**src/design/wcm_pkg.sv**
```systemverilog
// Shared constants and types for the three-channel window mean unit.
`timescale 1ns / 1ps
`default_nettype none
package wcm_pkg;

  localparam int NUM_CH         = 3;
  localparam int SAMPLE_W       = 16;
  localparam int WIN_CFG_W      = 7;
  localparam int MAX_WINDOW_DEF = 64;

  localparam logic [WIN_CFG_W-1:0] WINDOW_RESET = 7'd64;

  localparam logic ACT_PUSH  = 1'b0;
  localparam logic ACT_CLEAR = 1'b1;

  typedef enum logic [1:0] {
    ST_CLEAR,
    ST_IDLE,
    ST_SUM,
    ST_DIV
  } wcm_state_t;

endpackage : wcm_pkg
`default_nettype wire

```
**src/design/wcm_in_if.sv**
```systemverilog
// Input channel: one sample vector or a clear action per word.
`timescale 1ns / 1ps
`default_nettype none
interface wcm_in_if;
  logic                 valid;
  logic                 ready;
  logic                 action;
  logic signed [15:0]   sample_magnitude;
  logic signed [15:0]   sample_alpha;
  logic signed [15:0]   sample_beta;

  modport source (output valid, action, sample_magnitude, sample_alpha, sample_beta,
                  input ready);
  modport sink   (input valid, action, sample_magnitude, sample_alpha, sample_beta,
                  output ready);
endinterface : wcm_in_if
`default_nettype wire

```
**src/design/wcm_out_if.sv**
```systemverilog
// Result channel: the three window means per word.
`timescale 1ns / 1ps
`default_nettype none
interface wcm_out_if;
  logic                 valid;
  logic                 ready;
  logic signed [15:0]   mean_magnitude;
  logic signed [15:0]   mean_alpha;
  logic signed [15:0]   mean_beta;

  modport source (output valid, mean_magnitude, mean_alpha, mean_beta, input ready);
  modport sink   (input valid, mean_magnitude, mean_alpha, mean_beta, output ready);
endinterface : wcm_out_if
`default_nettype wire

```
**src/design/wcm_cfg_if.sv**
```systemverilog
// Configuration write channel for the window size register.
`timescale 1ns / 1ps
`default_nettype none
interface wcm_cfg_if;
  logic       valid;
  logic       ready;
  logic [6:0] window_size;

  modport source (output valid, window_size, input ready);
  modport sink   (input valid, window_size, output ready);
endinterface : wcm_cfg_if
`default_nettype wire

```
**src/design/three_channel_window_mean_unit.sv**
```systemverilog
// Top level: window mean over a ring of three-channel samples.
//
//   channel  dir  payload                                         handshake
//   in_ch    in   action, sample_magnitude/alpha/beta (s16 each)  valid/ready
//   out_ch   out  mean_magnitude/alpha/beta (s16 each)            valid/ready
//   cfg_ch   in   window_size (u7)                                valid/ready
//
// Push word: the ring memory is swept over the effective window W (one read
// per cycle), then the bit-serial divider forms the means; in_ch.ready rises
// again once the result is loaded into the output register.
// Clear word: a zeroing pass over the memory, then the same sweep and division.
// After reset a zeroing pass over the whole memory runs before in_ch.ready rises.
// in_ch is taken only when idle; a held result in the output register stalls
// only the final step of the next word. cfg_ch is always ready.
`timescale 1ns / 1ps
`default_nettype none
module three_channel_window_mean_unit #(
  parameter int MAX_WINDOW = wcm_pkg::MAX_WINDOW_DEF
) (
  input wire logic  clk,
  input wire logic  rst_n,
  wcm_in_if.sink    in_ch,
  wcm_out_if.source out_ch,
  wcm_cfg_if.sink   cfg_ch
);

  localparam int PTR_W = $clog2(MAX_WINDOW);
  localparam int DIV_W = PTR_W + 1;
  localparam int SUM_W = wcm_pkg::SAMPLE_W + PTR_W;
  localparam logic [PTR_W-1:0] LAST_ADDR = PTR_W'(MAX_WINDOW - 1);
  localparam logic [DIV_W-1:0] MAX_W     = DIV_W'(MAX_WINDOW);

  wcm_pkg::wcm_state_t state_r, state_nxt;

  logic [wcm_pkg::WIN_CFG_W-1:0]                         win_r;
  logic [PTR_W-1:0]                                      wp_r;
  logic [PTR_W-1:0]                                      clr_cnt_r;
  logic                                                  started_r;
  logic [DIV_W-1:0]                                      rd_cnt_r;
  logic                                                  rd_vld_r;
  logic [wcm_pkg::NUM_CH-1:0][SUM_W-1:0]                 acc_r;
  logic [wcm_pkg::NUM_CH-1:0][wcm_pkg::SAMPLE_W-1:0]     mean_r;
  logic                                                  out_valid_r;

  logic [31:0]                                           win_ext;
  logic [DIV_W-1:0]                                      eff_w;
  logic                                                  in_acc;
  logic [PTR_W-1:0]                                      push_addr;
  logic [DIV_W-1:0]                                      push_inc;
  logic                                                  mem_we;
  logic [PTR_W-1:0]                                      mem_waddr;
  logic [wcm_pkg::NUM_CH-1:0][wcm_pkg::SAMPLE_W-1:0]     mem_wdata;
  logic                                                  mem_re;
  logic [wcm_pkg::NUM_CH-1:0][wcm_pkg::SAMPLE_W-1:0]     mem_rdata;
  logic                                                  sum_done;
  logic                                                  div_busy;
  logic [wcm_pkg::NUM_CH-1:0][wcm_pkg::SAMPLE_W-1:0]     div_q;
  logic                                                  out_load;

  // window size register, clamped to 1..MAX_WINDOW
  assign win_ext = {25'b0, win_r};
  always_comb begin
    if (win_r == '0) begin
      eff_w = DIV_W'(1);
    end else if (win_ext > 32'(MAX_WINDOW)) begin
      eff_w = MAX_W;
    end else begin
      eff_w = win_ext[DIV_W-1:0];
    end
  end

  assign cfg_ch.ready = 1'b1;
  assign in_ch.ready  = (state_r == wcm_pkg::ST_IDLE);
  assign in_acc       = in_ch.valid && in_ch.ready;

  // pointer left beyond a shrunk window restarts at zero
  assign push_addr = ({1'b0, wp_r} >= eff_w) ? '0 : wp_r;
  assign push_inc  = {1'b0, push_addr} + 1'b1;

  assign mem_we    = (state_r == wcm_pkg::ST_CLEAR) ||
                     (in_acc && (in_ch.action == wcm_pkg::ACT_PUSH));
  assign mem_waddr = (state_r == wcm_pkg::ST_CLEAR) ? clr_cnt_r : push_addr;
  assign mem_wdata = (state_r == wcm_pkg::ST_CLEAR) ? '0 :
                     {in_ch.sample_beta, in_ch.sample_alpha, in_ch.sample_magnitude};
  assign mem_re    = (state_r == wcm_pkg::ST_SUM) && (rd_cnt_r < eff_w);
  assign sum_done  = (state_r == wcm_pkg::ST_SUM) && (rd_cnt_r == eff_w) && !rd_vld_r;
  assign out_load  = (state_r == wcm_pkg::ST_DIV) && !div_busy &&
                     (!out_valid_r || out_ch.ready);

  always_comb begin
    state_nxt = state_r;
    case (state_r)
      wcm_pkg::ST_CLEAR: begin
        if (clr_cnt_r == LAST_ADDR) begin
          state_nxt = started_r ? wcm_pkg::ST_SUM : wcm_pkg::ST_IDLE;
        end
      end
      wcm_pkg::ST_IDLE: begin
        if (in_acc) begin
          state_nxt = (in_ch.action == wcm_pkg::ACT_CLEAR) ? wcm_pkg::ST_CLEAR
                                                           : wcm_pkg::ST_SUM;
        end
      end
      wcm_pkg::ST_SUM: begin
        if (sum_done) begin
          state_nxt = wcm_pkg::ST_DIV;
        end
      end
      wcm_pkg::ST_DIV: begin
        if (out_load) begin
          state_nxt = wcm_pkg::ST_IDLE;
        end
      end
      default: state_nxt = wcm_pkg::ST_IDLE;
    endcase
  end

  always_ff @(posedge clk) begin
    if (!rst_n) begin
      state_r     <= wcm_pkg::ST_CLEAR;
      win_r       <= wcm_pkg::WINDOW_RESET;
      wp_r        <= '0;
      clr_cnt_r   <= '0;
      started_r   <= 1'b0;
      rd_cnt_r    <= '0;
      rd_vld_r    <= 1'b0;
      out_valid_r <= 1'b0;
    end else begin
      state_r <= state_nxt;
      if (cfg_ch.valid) begin
        win_r <= cfg_ch.window_size;
      end
      if (in_acc) begin
        started_r <= 1'b1;
        if (in_ch.action == wcm_pkg::ACT_PUSH) begin
          wp_r <= (push_inc >= eff_w) ? '0 : push_inc[PTR_W-1:0];
        end
      end
      clr_cnt_r <= (state_r == wcm_pkg::ST_CLEAR) ? clr_cnt_r + 1'b1 : '0;
      if (state_r == wcm_pkg::ST_SUM) begin
        rd_vld_r <= mem_re;
        if (mem_re) begin
          rd_cnt_r <= rd_cnt_r + 1'b1;
        end
      end else begin
        rd_vld_r <= 1'b0;
        rd_cnt_r <= '0;
      end
      if (out_load) begin
        out_valid_r <= 1'b1;
      end else if (out_ch.ready) begin
        out_valid_r <= 1'b0;
      end
    end
  end

  // window sums, one memory word per cycle
  always_ff @(posedge clk) begin
    if (state_r != wcm_pkg::ST_SUM) begin
      acc_r <= '0;
    end else if (rd_vld_r) begin
      for (int c = 0; c < wcm_pkg::NUM_CH; c++) begin
        acc_r[c] <= acc_r[c] + {{(SUM_W - wcm_pkg::SAMPLE_W){mem_rdata[c][wcm_pkg::SAMPLE_W-1]}},
                                mem_rdata[c]};
      end
    end
  end

  always_ff @(posedge clk) begin
    if (out_load) begin
      mean_r <= div_q;
    end
  end

  assign out_ch.valid          = out_valid_r;
  assign out_ch.mean_magnitude = mean_r[0];
  assign out_ch.mean_alpha     = mean_r[1];
  assign out_ch.mean_beta      = mean_r[2];

  wcm_store #(
    .DEPTH  (MAX_WINDOW),
    .ADDR_W (PTR_W)
  ) u_store (
    .clk     (clk),
    .wr_en   (mem_we),
    .wr_addr (mem_waddr),
    .wr_data (mem_wdata),
    .rd_en   (mem_re),
    .rd_addr (rd_cnt_r[PTR_W-1:0]),
    .rd_data (mem_rdata)
  );

  wcm_div #(
    .SUM_W (SUM_W),
    .DIV_W (DIV_W)
  ) u_div (
    .clk      (clk),
    .rst_n    (rst_n),
    .start    (sum_done),
    .divisor  (eff_w),
    .dividend (acc_r),
    .busy     (div_busy),
    .quotient (div_q)
  );

endmodule : three_channel_window_mean_unit
`default_nettype wire

```
**src/design/wcm_store.sv**
```systemverilog
// Sample ring memory: one write port, one read port, registered read data.
`timescale 1ns / 1ps
`default_nettype none
module wcm_store #(
  parameter int DEPTH  = wcm_pkg::MAX_WINDOW_DEF,
  parameter int ADDR_W = $clog2(DEPTH)
) (
  input  wire logic                                          clk,
  input  wire logic                                          wr_en,
  input  wire logic [ADDR_W-1:0]                             wr_addr,
  input  wire logic [wcm_pkg::NUM_CH-1:0][wcm_pkg::SAMPLE_W-1:0] wr_data,
  input  wire logic                                          rd_en,
  input  wire logic [ADDR_W-1:0]                             rd_addr,
  output logic      [wcm_pkg::NUM_CH-1:0][wcm_pkg::SAMPLE_W-1:0] rd_data
);

  logic [wcm_pkg::NUM_CH-1:0][wcm_pkg::SAMPLE_W-1:0] mem [DEPTH];

  always_ff @(posedge clk) begin
    if (wr_en) begin
      mem[wr_addr] <= wr_data;
    end
    if (rd_en) begin
      rd_data <= mem[rd_addr];
    end
  end

endmodule : wcm_store
`default_nettype wire

```
**src/design/wcm_div.sv**
```systemverilog
// Iterative signed divider, three lanes sharing one step counter, one bit per cycle.
`timescale 1ns / 1ps
`default_nettype none
module wcm_div #(
  parameter int SUM_W = 22,
  parameter int DIV_W = 7
) (
  input  wire logic                                              clk,
  input  wire logic                                              rst_n,
  input  wire logic                                              start,
  input  wire logic [DIV_W-1:0]                                  divisor,
  input  wire logic [wcm_pkg::NUM_CH-1:0][SUM_W-1:0]             dividend,
  output logic                                                   busy,
  output logic      [wcm_pkg::NUM_CH-1:0][wcm_pkg::SAMPLE_W-1:0] quotient
);

  localparam int CNT_W = $clog2(SUM_W + 1);

  logic [CNT_W-1:0]                        cnt_r;
  logic                                    busy_r;
  logic [DIV_W-1:0]                        d_r;
  logic [wcm_pkg::NUM_CH-1:0]              neg_r;
  logic [wcm_pkg::NUM_CH-1:0][SUM_W-1:0]   q_r;
  logic [wcm_pkg::NUM_CH-1:0][DIV_W-1:0]   rem_r;
  logic [wcm_pkg::NUM_CH-1:0][SUM_W-1:0]   q_nxt;
  logic [wcm_pkg::NUM_CH-1:0][DIV_W-1:0]   rem_nxt;
  logic [wcm_pkg::NUM_CH-1:0][SUM_W-1:0]   mag;

  assign busy = busy_r;

  always_comb begin
    for (int c = 0; c < wcm_pkg::NUM_CH; c++) begin
      logic [DIV_W:0] shifted;
      logic [DIV_W:0] diff;
      shifted = {rem_r[c], q_r[c][SUM_W-1]};
      diff    = shifted - {1'b0, d_r};
      mag[c]  = dividend[c][SUM_W-1] ? (~dividend[c] + 1'b1) : dividend[c];
      if (shifted >= {1'b0, d_r}) begin
        rem_nxt[c] = diff[DIV_W-1:0];
        q_nxt[c]   = {q_r[c][SUM_W-2:0], 1'b1};
      end else begin
        rem_nxt[c] = shifted[DIV_W-1:0];
        q_nxt[c]   = {q_r[c][SUM_W-2:0], 1'b0};
      end
      // |quotient| never exceeds 32768, so the low bits carry it whole
      quotient[c] = neg_r[c] ? (~q_r[c][wcm_pkg::SAMPLE_W-1:0] + 1'b1)
                             : q_r[c][wcm_pkg::SAMPLE_W-1:0];
    end
  end

  always_ff @(posedge clk) begin
    if (!rst_n) begin
      busy_r <= 1'b0;
      cnt_r  <= '0;
    end else if (start) begin
      busy_r <= 1'b1;
      cnt_r  <= CNT_W'(SUM_W);
    end else if (busy_r) begin
      cnt_r <= cnt_r - 1'b1;
      if (cnt_r == CNT_W'(1)) begin
        busy_r <= 1'b0;
      end
    end
  end

  always_ff @(posedge clk) begin
    if (start) begin
      d_r <= divisor;
      for (int c = 0; c < wcm_pkg::NUM_CH; c++) begin
        neg_r[c] <= dividend[c][SUM_W-1];
        q_r[c]   <= mag[c];
        rem_r[c] <= '0;
      end
    end else if (busy_r) begin
      q_r   <= q_nxt;
      rem_r <= rem_nxt;
    end
  end

endmodule : wcm_div
`default_nettype wire

```
**src/flat_wrapper.sv**
```systemverilog
// flat-port wrapper written by rule: the top's interface ports become plain ports
module three_channel_window_mean_unit_flat 
#(
  parameter int MAX_WINDOW = wcm_pkg::MAX_WINDOW_DEF
)
  (clk, rst_n, in_ch_valid, in_ch_action, in_ch_sample_magnitude, in_ch_sample_alpha, in_ch_sample_beta, in_ch_ready, out_ch_valid, out_ch_mean_magnitude, out_ch_mean_alpha, out_ch_mean_beta, out_ch_ready, cfg_ch_valid, cfg_ch_window_size, cfg_ch_ready);
  wcm_in_if in_ch_i ();
  wcm_out_if out_ch_i ();
  wcm_cfg_if cfg_ch_i ();
  input wire logic clk;
  input wire logic rst_n;
  input wire logic [$bits(in_ch_i.valid)-1:0] in_ch_valid;
  input wire logic [$bits(in_ch_i.action)-1:0] in_ch_action;
  input wire logic [$bits(in_ch_i.sample_magnitude)-1:0] in_ch_sample_magnitude;
  input wire logic [$bits(in_ch_i.sample_alpha)-1:0] in_ch_sample_alpha;
  input wire logic [$bits(in_ch_i.sample_beta)-1:0] in_ch_sample_beta;
  output wire logic [$bits(in_ch_i.ready)-1:0] in_ch_ready;
  output wire logic [$bits(out_ch_i.valid)-1:0] out_ch_valid;
  output wire logic [$bits(out_ch_i.mean_magnitude)-1:0] out_ch_mean_magnitude;
  output wire logic [$bits(out_ch_i.mean_alpha)-1:0] out_ch_mean_alpha;
  output wire logic [$bits(out_ch_i.mean_beta)-1:0] out_ch_mean_beta;
  input wire logic [$bits(out_ch_i.ready)-1:0] out_ch_ready;
  input wire logic [$bits(cfg_ch_i.valid)-1:0] cfg_ch_valid;
  input wire logic [$bits(cfg_ch_i.window_size)-1:0] cfg_ch_window_size;
  output wire logic [$bits(cfg_ch_i.ready)-1:0] cfg_ch_ready;
  assign in_ch_i.valid = in_ch_valid;
  assign in_ch_i.action = in_ch_action;
  assign in_ch_i.sample_magnitude = in_ch_sample_magnitude;
  assign in_ch_i.sample_alpha = in_ch_sample_alpha;
  assign in_ch_i.sample_beta = in_ch_sample_beta;
  assign in_ch_ready = in_ch_i.ready;
  assign out_ch_valid = out_ch_i.valid;
  assign out_ch_mean_magnitude = out_ch_i.mean_magnitude;
  assign out_ch_mean_alpha = out_ch_i.mean_alpha;
  assign out_ch_mean_beta = out_ch_i.mean_beta;
  assign out_ch_i.ready = out_ch_ready;
  assign cfg_ch_i.valid = cfg_ch_valid;
  assign cfg_ch_i.window_size = cfg_ch_window_size;
  assign cfg_ch_ready = cfg_ch_i.ready;
  three_channel_window_mean_unit #(.MAX_WINDOW(MAX_WINDOW)) u_core (.clk(clk), .rst_n(rst_n), .in_ch(in_ch_i), .out_ch(out_ch_i), .cfg_ch(cfg_ch_i));
endmodule
```
**config.mk**
```make
export PLATFORM = sky130hd
export DESIGN_NAME = three_channel_window_mean_unit_flat
export DESIGN_NICKNAME = d
export VERILOG_FILES = /design/src/design/wcm_pkg.sv /design/src/design/wcm_in_if.sv /design/src/design/wcm_out_if.sv /design/src/design/wcm_cfg_if.sv /design/src/design/three_channel_window_mean_unit.sv /design/src/design/wcm_store.sv /design/src/design/wcm_div.sv /design/src/flat_wrapper.sv
export SDC_FILE = /design/constraint.sdc
export NUM_CORES = 2
export LEC_CHECK = 0
export CAP_MARGIN = 20
export CORE_MARGIN = 1
export CORE_UTILIZATION = 40
export DETAILED_ROUTE_END_ITERATION = 7
export DONT_BUFFER_PORTS = 1
export PLACE_DENSITY = 0.55
export SLEW_MARGIN = 20
export SYNTH_ARGS = -nofsm -noshare
export SYNTH_HDL_FRONTEND = slang
export SYNTH_HIERARCHICAL = 1
export SYNTH_SLANG_ARGS = --single-unit
```
**constraint.sdc**
```tcl
create_clock -name clk -period 8.6 [get_ports clk]
set_input_delay 2.15 -clock clk [delete_from_list [all_inputs] [get_ports clk]]
set_output_delay 2.15 -clock clk [all_outputs]
set_load 0.02 [all_outputs]
```
**After elaboration in Yosys (flattened, before gate mapping)**

Memories as Yosys holds them, arrays and structs flattened. A register that Yosys moved wholly into a read port is not among the register bits.
Index checks and enable logic that the tools add are counted.

- Eq/ne operators: 11
- Bitwise operators: 8
- Add/subtract/negate cells: 16
- $lt $le $gt $ge: 7
- Reductions and logical operators: 21
- Mux-type cells: 36

Operators by type and width:

| kind | number |
|---|---|
| 66-bit two-way mux | 2 |
| 22-bit by 1-bit adder with 22-bit output (second input constant) | 3 |
| 22-bit adder | 3 |
| 22-bit two-way mux | 3 |
| 22-bit NOT | 3 |
| 16-bit by 1-bit adder with 16-bit output (second input constant) | 3 |
| 16-bit two-way mux | 3 |
| 48-bit two-way mux | 1 |
| 16-bit NOT | 3 |
| 7-bit two-way mux | 5 |
| 8-bit by 7-bit greater-or-equal comparator with 1-bit output | 3 |
| 7-bit subtractor | 3 |
| 6-bit two-way mux | 3 |
| 2-bit two-way mux | 6 |
| 1-bit two-way mux | 10 |
| 5-bit two-way mux | 2 |
| 2-bit case mux with 4 select lines | 1 |
| 6-bit by 1-bit adder with 7-bit output (second input constant) | 1 |
| 7-bit by 1-bit adder with 7-bit output (second input constant) | 1 |
| 7-bit equality test | 1 |
| 6-bit by 7-bit greater-or-equal comparator with 1-bit output | 1 |
| 7-bit greater-or-equal comparator | 1 |
| 7-bit > comparator (second input constant) | 1 |
| 1-bit logical AND | 7 |
| 18 further kinds | 29 |

- Bits of input ports: 61
- Output and inout port bits: 51
- RAM bits: 3072
- Flip-flop bits (word level): 248
- Memories kept: 1
- Word-level logic and storage cells: 125

Memories:

| memory | depth | bits a word | read ports | clocked after memory_dff | wr ports | RTL line | source |
|---|---|---|---|---|---|---|---|
| u_core.u_store.mem | 64 | 48 | 1 | 1 | 1 | wcm_store.sv:17 | `logic [wcm_pkg::NUM_CH-1:0][wcm_pkg::SAMPLE_W-1:0] mem [DEPTH];` |

**Logic depth before layout (Yosys ltp)**

- Depth after elaboration: 8
- Depth in mapped cells: 20

**Hierarchy**

Netlist, hierarchy kept.

By module, submodules not included:

| module | area each (µm²) | cells an instance | times used | sequential area each (µm²) |
|---|---|---|---|---|
| wcm_store | 117597.8 | 4970 | 1 | 93689.9 |
| three_channel_window_mean_unit | 9136.3 | 1028 | 1 | 3383.2 |
| wcm_div | 7472.2 | 838 | 1 | 2822.7 |

**Worst setup path before layout**

Ideal clock, no wire load.

- Path kind: in2reg
- Start point: input in_ch_valid
- End point: memory u_core/u_store/mem[49][0] in the netlist's numbering (enable)
- Stages: 6
- Setup time: 0.513 ns
- Setup slack: 1.578 ns
- Data arrival time: 6.509 ns
- Buffers on the path: 0
- Cells stage by stage: nor2b_1 > nand3b_1 > o21ai_0 > nor2b_1 > nand4_1 > nor3_1

- Word-level cells in the longest chain between the ends: 5

Ends and longest elaborated chain:

| what | RTL line | source |
|---|---|---|
| start: declaration | flat_wrapper.sv:12 | `input wire logic [$bits(in_ch_i.valid)-1:0] in_ch_valid;` |
| 1-bit logical AND | three_channel_window_mean_unit.sv:74 | `assign in_acc = in_ch.valid && in_ch.ready;` |
| 1-bit logical AND | three_channel_window_mean_unit.sv:81 | `(in_acc && (in_ch.action == wcm_pkg::ACT_PUSH));` |
| 1-bit logical OR | three_channel_window_mean_unit.sv:80 | `assign mem_we = (state_r == wcm_pkg::ST_CLEAR) \|\|` |
| net u_core.mem_we | three_channel_window_mean_unit.sv:50 | `logic mem_we;` |
| 1-bit two-way mux | wcm_store.sv:20 | `if (wr_en) begin` |
| 1-bit two-way mux (not written as such) | wcm_store.sv:21 | `mem[wr_addr] <= wr_data;` |
| end: declaration | wcm_store.sv:17 |  |

The timed path passes the listed nets, and every way through them passes these cells.

**Worst setup path in the final report**

- Start point: input in_ch_valid
- End point: memory u_core/u_store/mem[30][28] in the netlist's numbering (enable)

Same word-level chain as after synthesis.

==> flow_summary.json <==
{
  "status": "finished, final reports clean",
  "yosysUniqueCellTypes": 83,
  "synth.yosys.warnings": 6,
  "met1_usage_pct": 31.6,
  "htreeDepth": 5,
  "ys_seq_area_share_pct": 74.4,
  "drt-wirelength-per-cell_um": 32.0,
  "clockBufferDepth": 4,
  "synth_area_leaders": "edfxtp_1, mux4_2, dfxtp_1",
  "cts_sinks": 3368,
  "tritoncts": "built",
  "setup_viol": 0,
  "layout-drive-gt1-share_pct": 22.9,
  "critPathLaunchType": "input port",
  "fin_ws_ps": 2950,
  "cpPeakStageDelay_ps": 880,
  "die_y_um": 581,
  "grt_pass1_wl_um": 529000,
  "postSynthCellCount": 6836,
  "finalHoldViolations": 0,
  "final_nets": 7249,
  "rsz0062_at_grt": "false",
  "min_path_type": "register to register",
  "path_cells": "nor2b_1, nand3b_1, o21ai_0, buf_4, nor2b_1, nand3_1, nor2_4, buf_4",
  "final.fill_count": 28000,
  "ir_drop_mv": 0.172,
  "path_class": "input port to register",
  "cts_resized": 0,
  "dr.pass1.iters": 5,
  "slew_headroom_pct": 16.9,
  "rrSetupSlack_ps": 3240,
  "async_flop_share_pct": 0,
  "skew_ps": 56.5,
  "r2r_start": "u_core/win_r[1]",
  "synth.avg_cell_area_um2": 19.6,
  "grtUsageTotal_pct": 22.0,
  "die_w_um": 581,
  "root_buffer": "clkbuf_16",
  "ant_nets": 0,
  "ios": 112,
  "dp_slack_ps": 2160,
  "placed_area_mm2": 0.141,
  "antenna_found_initial": 37,
  "initial_core_util_pct": 40.2,
  "syn2layout_area_growth_pct": 13.5,
  "synth_area_leader_cell": "edfxtp_1",
  "routed_wl_um": 376000,
  "yosys_register_bits": 3368,
  "hpwlAfterDp_um": 225000,
  "period_needed_ps": 5650,
  "syn-num-nets": 7018,
  "grtUsageMet2_pct": 34.6,
  "cts_buffers": 355,
  "path_clk_slew_ps": 60,
  "grt_overflow_total": 0,
  "clk_latency_ps": 930,
  "dpl.cell_count": 11100,
  "drtIter0Drc": 8176,
  "grt_max_degree": 160,
  "design_area_mm2": 0.152,
  "cp_max_fo": 30,
  "grt_util_met3_pct": 3.63,
  "syn_area_mm2": 0.134,
  "grt_most_used_layer": "met2",
  "stdcell_count": 11700,
  "hold_start": "u_core/clr_cnt_r[0]",
  "synth_flop_cell": "edfxtp_1",
  "drv_cap": 0,
  "synth-edff-count": 3244,
  "slowest_stage": "nor2_4",
  "core-area_mm2": 0.334,
  "worst_pin_slew_ps": 1240,
  "synth_top_area_share_pct": 72.6,
  "die-area_mm2": 0.338,
  "place_congestion": 0.846,
  "num_vias": 69400,
  "powerDensity_mw_per_mm2": 221,
  "leakage_uw": 0.0480,
  "fin_setup_tns_ps": 0,
  "viasPerCell": 5.91,
  "end_kind": "register",
  "maxClockFrequency_mhz": 177,
  "core.rowCount": 212,
  "drc_errors": 0,
  "startpoint": "in_ch_valid",
  "io_buffers": 0,
  "postCtsSetupBuffers": 0,
  "grt_pass1_vias": 68600,
  "drv_slew": 0,
  "worstPathRequired_ps": 9130,
  "holdBufCountCts": 0,
  "fin_crit_sh_pct": 65.7,
  "worst_ep_arrival_time_ps": 6180
}
-- worst max-delay path: cells and delay by family --
kind | cells | cell delay [ps]
AOI/OAI and AO/OA | 1 | 550
buffers and inverters | 2 | 820
and+or+nand+nor | 5 | 2580
-- kinds of logic (layout without fill, tap and decap cells) --
kind of cell | after synthesis | count (layout) | synth area share [%]
flops | 3368 | 3368 | 74.4
simple gates | 918 | 918 | 3.28
fa+ha+maj | 121 | 121 | 1.16
xor+xnor | 155 | 155 | 1.01
compound gates | 954 | 954 | 4.91
other cells | 1 | 7 | 0.00279
buf+inv | 436 | 950 | 1.56
mux | 883 | 883 | 13.6
-- flip-flops by register name (all words and copies together), names as in the netlist, 2 cells and up --
| name | count |
|---|---|
| u_core/rd_cnt_r | 7 |
| u_core/out_ch.mean_magnitude | 16 |
| u_core/u_div/cnt_r | 5 |
| u_core/acc_r | 66 |
| u_core/u_store/rd_data | 48 |
| u_core/out_ch.mean_beta | 16 |
| u_core/clr_cnt_r | 6 |
| u_core/out_ch.mean_alpha | 16 |
| u_core/u_store/mem | 3072 |
| u_core/state_r | 2 |
| u_core/u_div/q_r | 66 |
| u_core/win_r | 7 |
| u_core/u_div/neg_r | 3 |
| u_core/u_div/rem_r | 21 |
| u_core/wp_r | 6 |
| u_core/u_div/d_r | 7 |
-- cell usage after synthesis, drive strengths merged (58+ instances only) --
master  count
clkbuf    172
o21ai      93
dfxtp     124
nor2      326
o22ai     133
buf       194
a21oi     227
a22o       58
nor2b     101
xnor2      83
inv        69
mux2i     107
xor2       72
ha        115
edfxtp   3244
mux4      754
a211oi     62
a22oi      77
nand2     208
a221oi     86
-- placed cells by master, fill, tap and decap left out, types with 76 or more instances in the layout --
cell / instances
a221oi_1: 82
o21ai_0: 83
clkbuf_1: 79
buf_4: 223
nand2_1: 204
ha_1: 115
o22ai_1: 132
mux4_2: 754
nor2_1: 258
dfxtp_1: 118
a21oi_1: 226
xnor2_1: 83
edfxtp_1: 3244
clkinv_1: 76
mux2i_1: 107
clkbuf_16: 367
a22oi_1: 77
-- power breakdown --
part | switching [uW] | total (uW) | internal, uW
clock network | 6380 | 15200 | 8780
logic | 366 | 586 | 220
registers | 41.1 | 17900 | 17800
total | 6790 | 33600 | 26800
-- through the flow --
| stage | power (uW) | utilization (%) | hold slack, ps |
|---|---|---|---|
| finish | 33600 | 45.6 | 478 |
| global route | 34500 | 45.6 | 510 |
| detailed placement | 18800 | 42.2 | 475 |
| floorplan | 18600 | - | 430 |
| CTS | 33900 | 45.6 | 488 |
| global placement | 18800 | 42.2 | 461 |
-- area by class of cell --
class	instances	area (um2)	area share (%)
multi-input combinational	3032	33200	21.8
timing repair buffer	240	2030	1.33
sequential	3368	99900	65.6
clock buffer	446	9480	6.23
antenna	6	15.0	0.00986
tap	4387	5490	3.60
inverter	70	263	0.173
clock inverter	194	1910	1.25
-- worst paths after layout --
kind / depth (start not counted) / endpoint
setup reg to reg: 15 / u_core/u_store/mem[30][28]
hold / removal: 1 / u_core/clr_cnt_r[0]
setup / recovery: 8 / u_core/u_store/mem[30][28]
hold reg to reg: 1 / u_core/clr_cnt_r[0]
-- routing by layer --
layer  share of wire (%)  up-vias
li1                    -    28900
met1                  42    37200
met2                  47     2868
met3                 7.9      471
met4                 2.9       16
met5               0.028        -
Note: power is estimated with default switching activity, not from simulation.
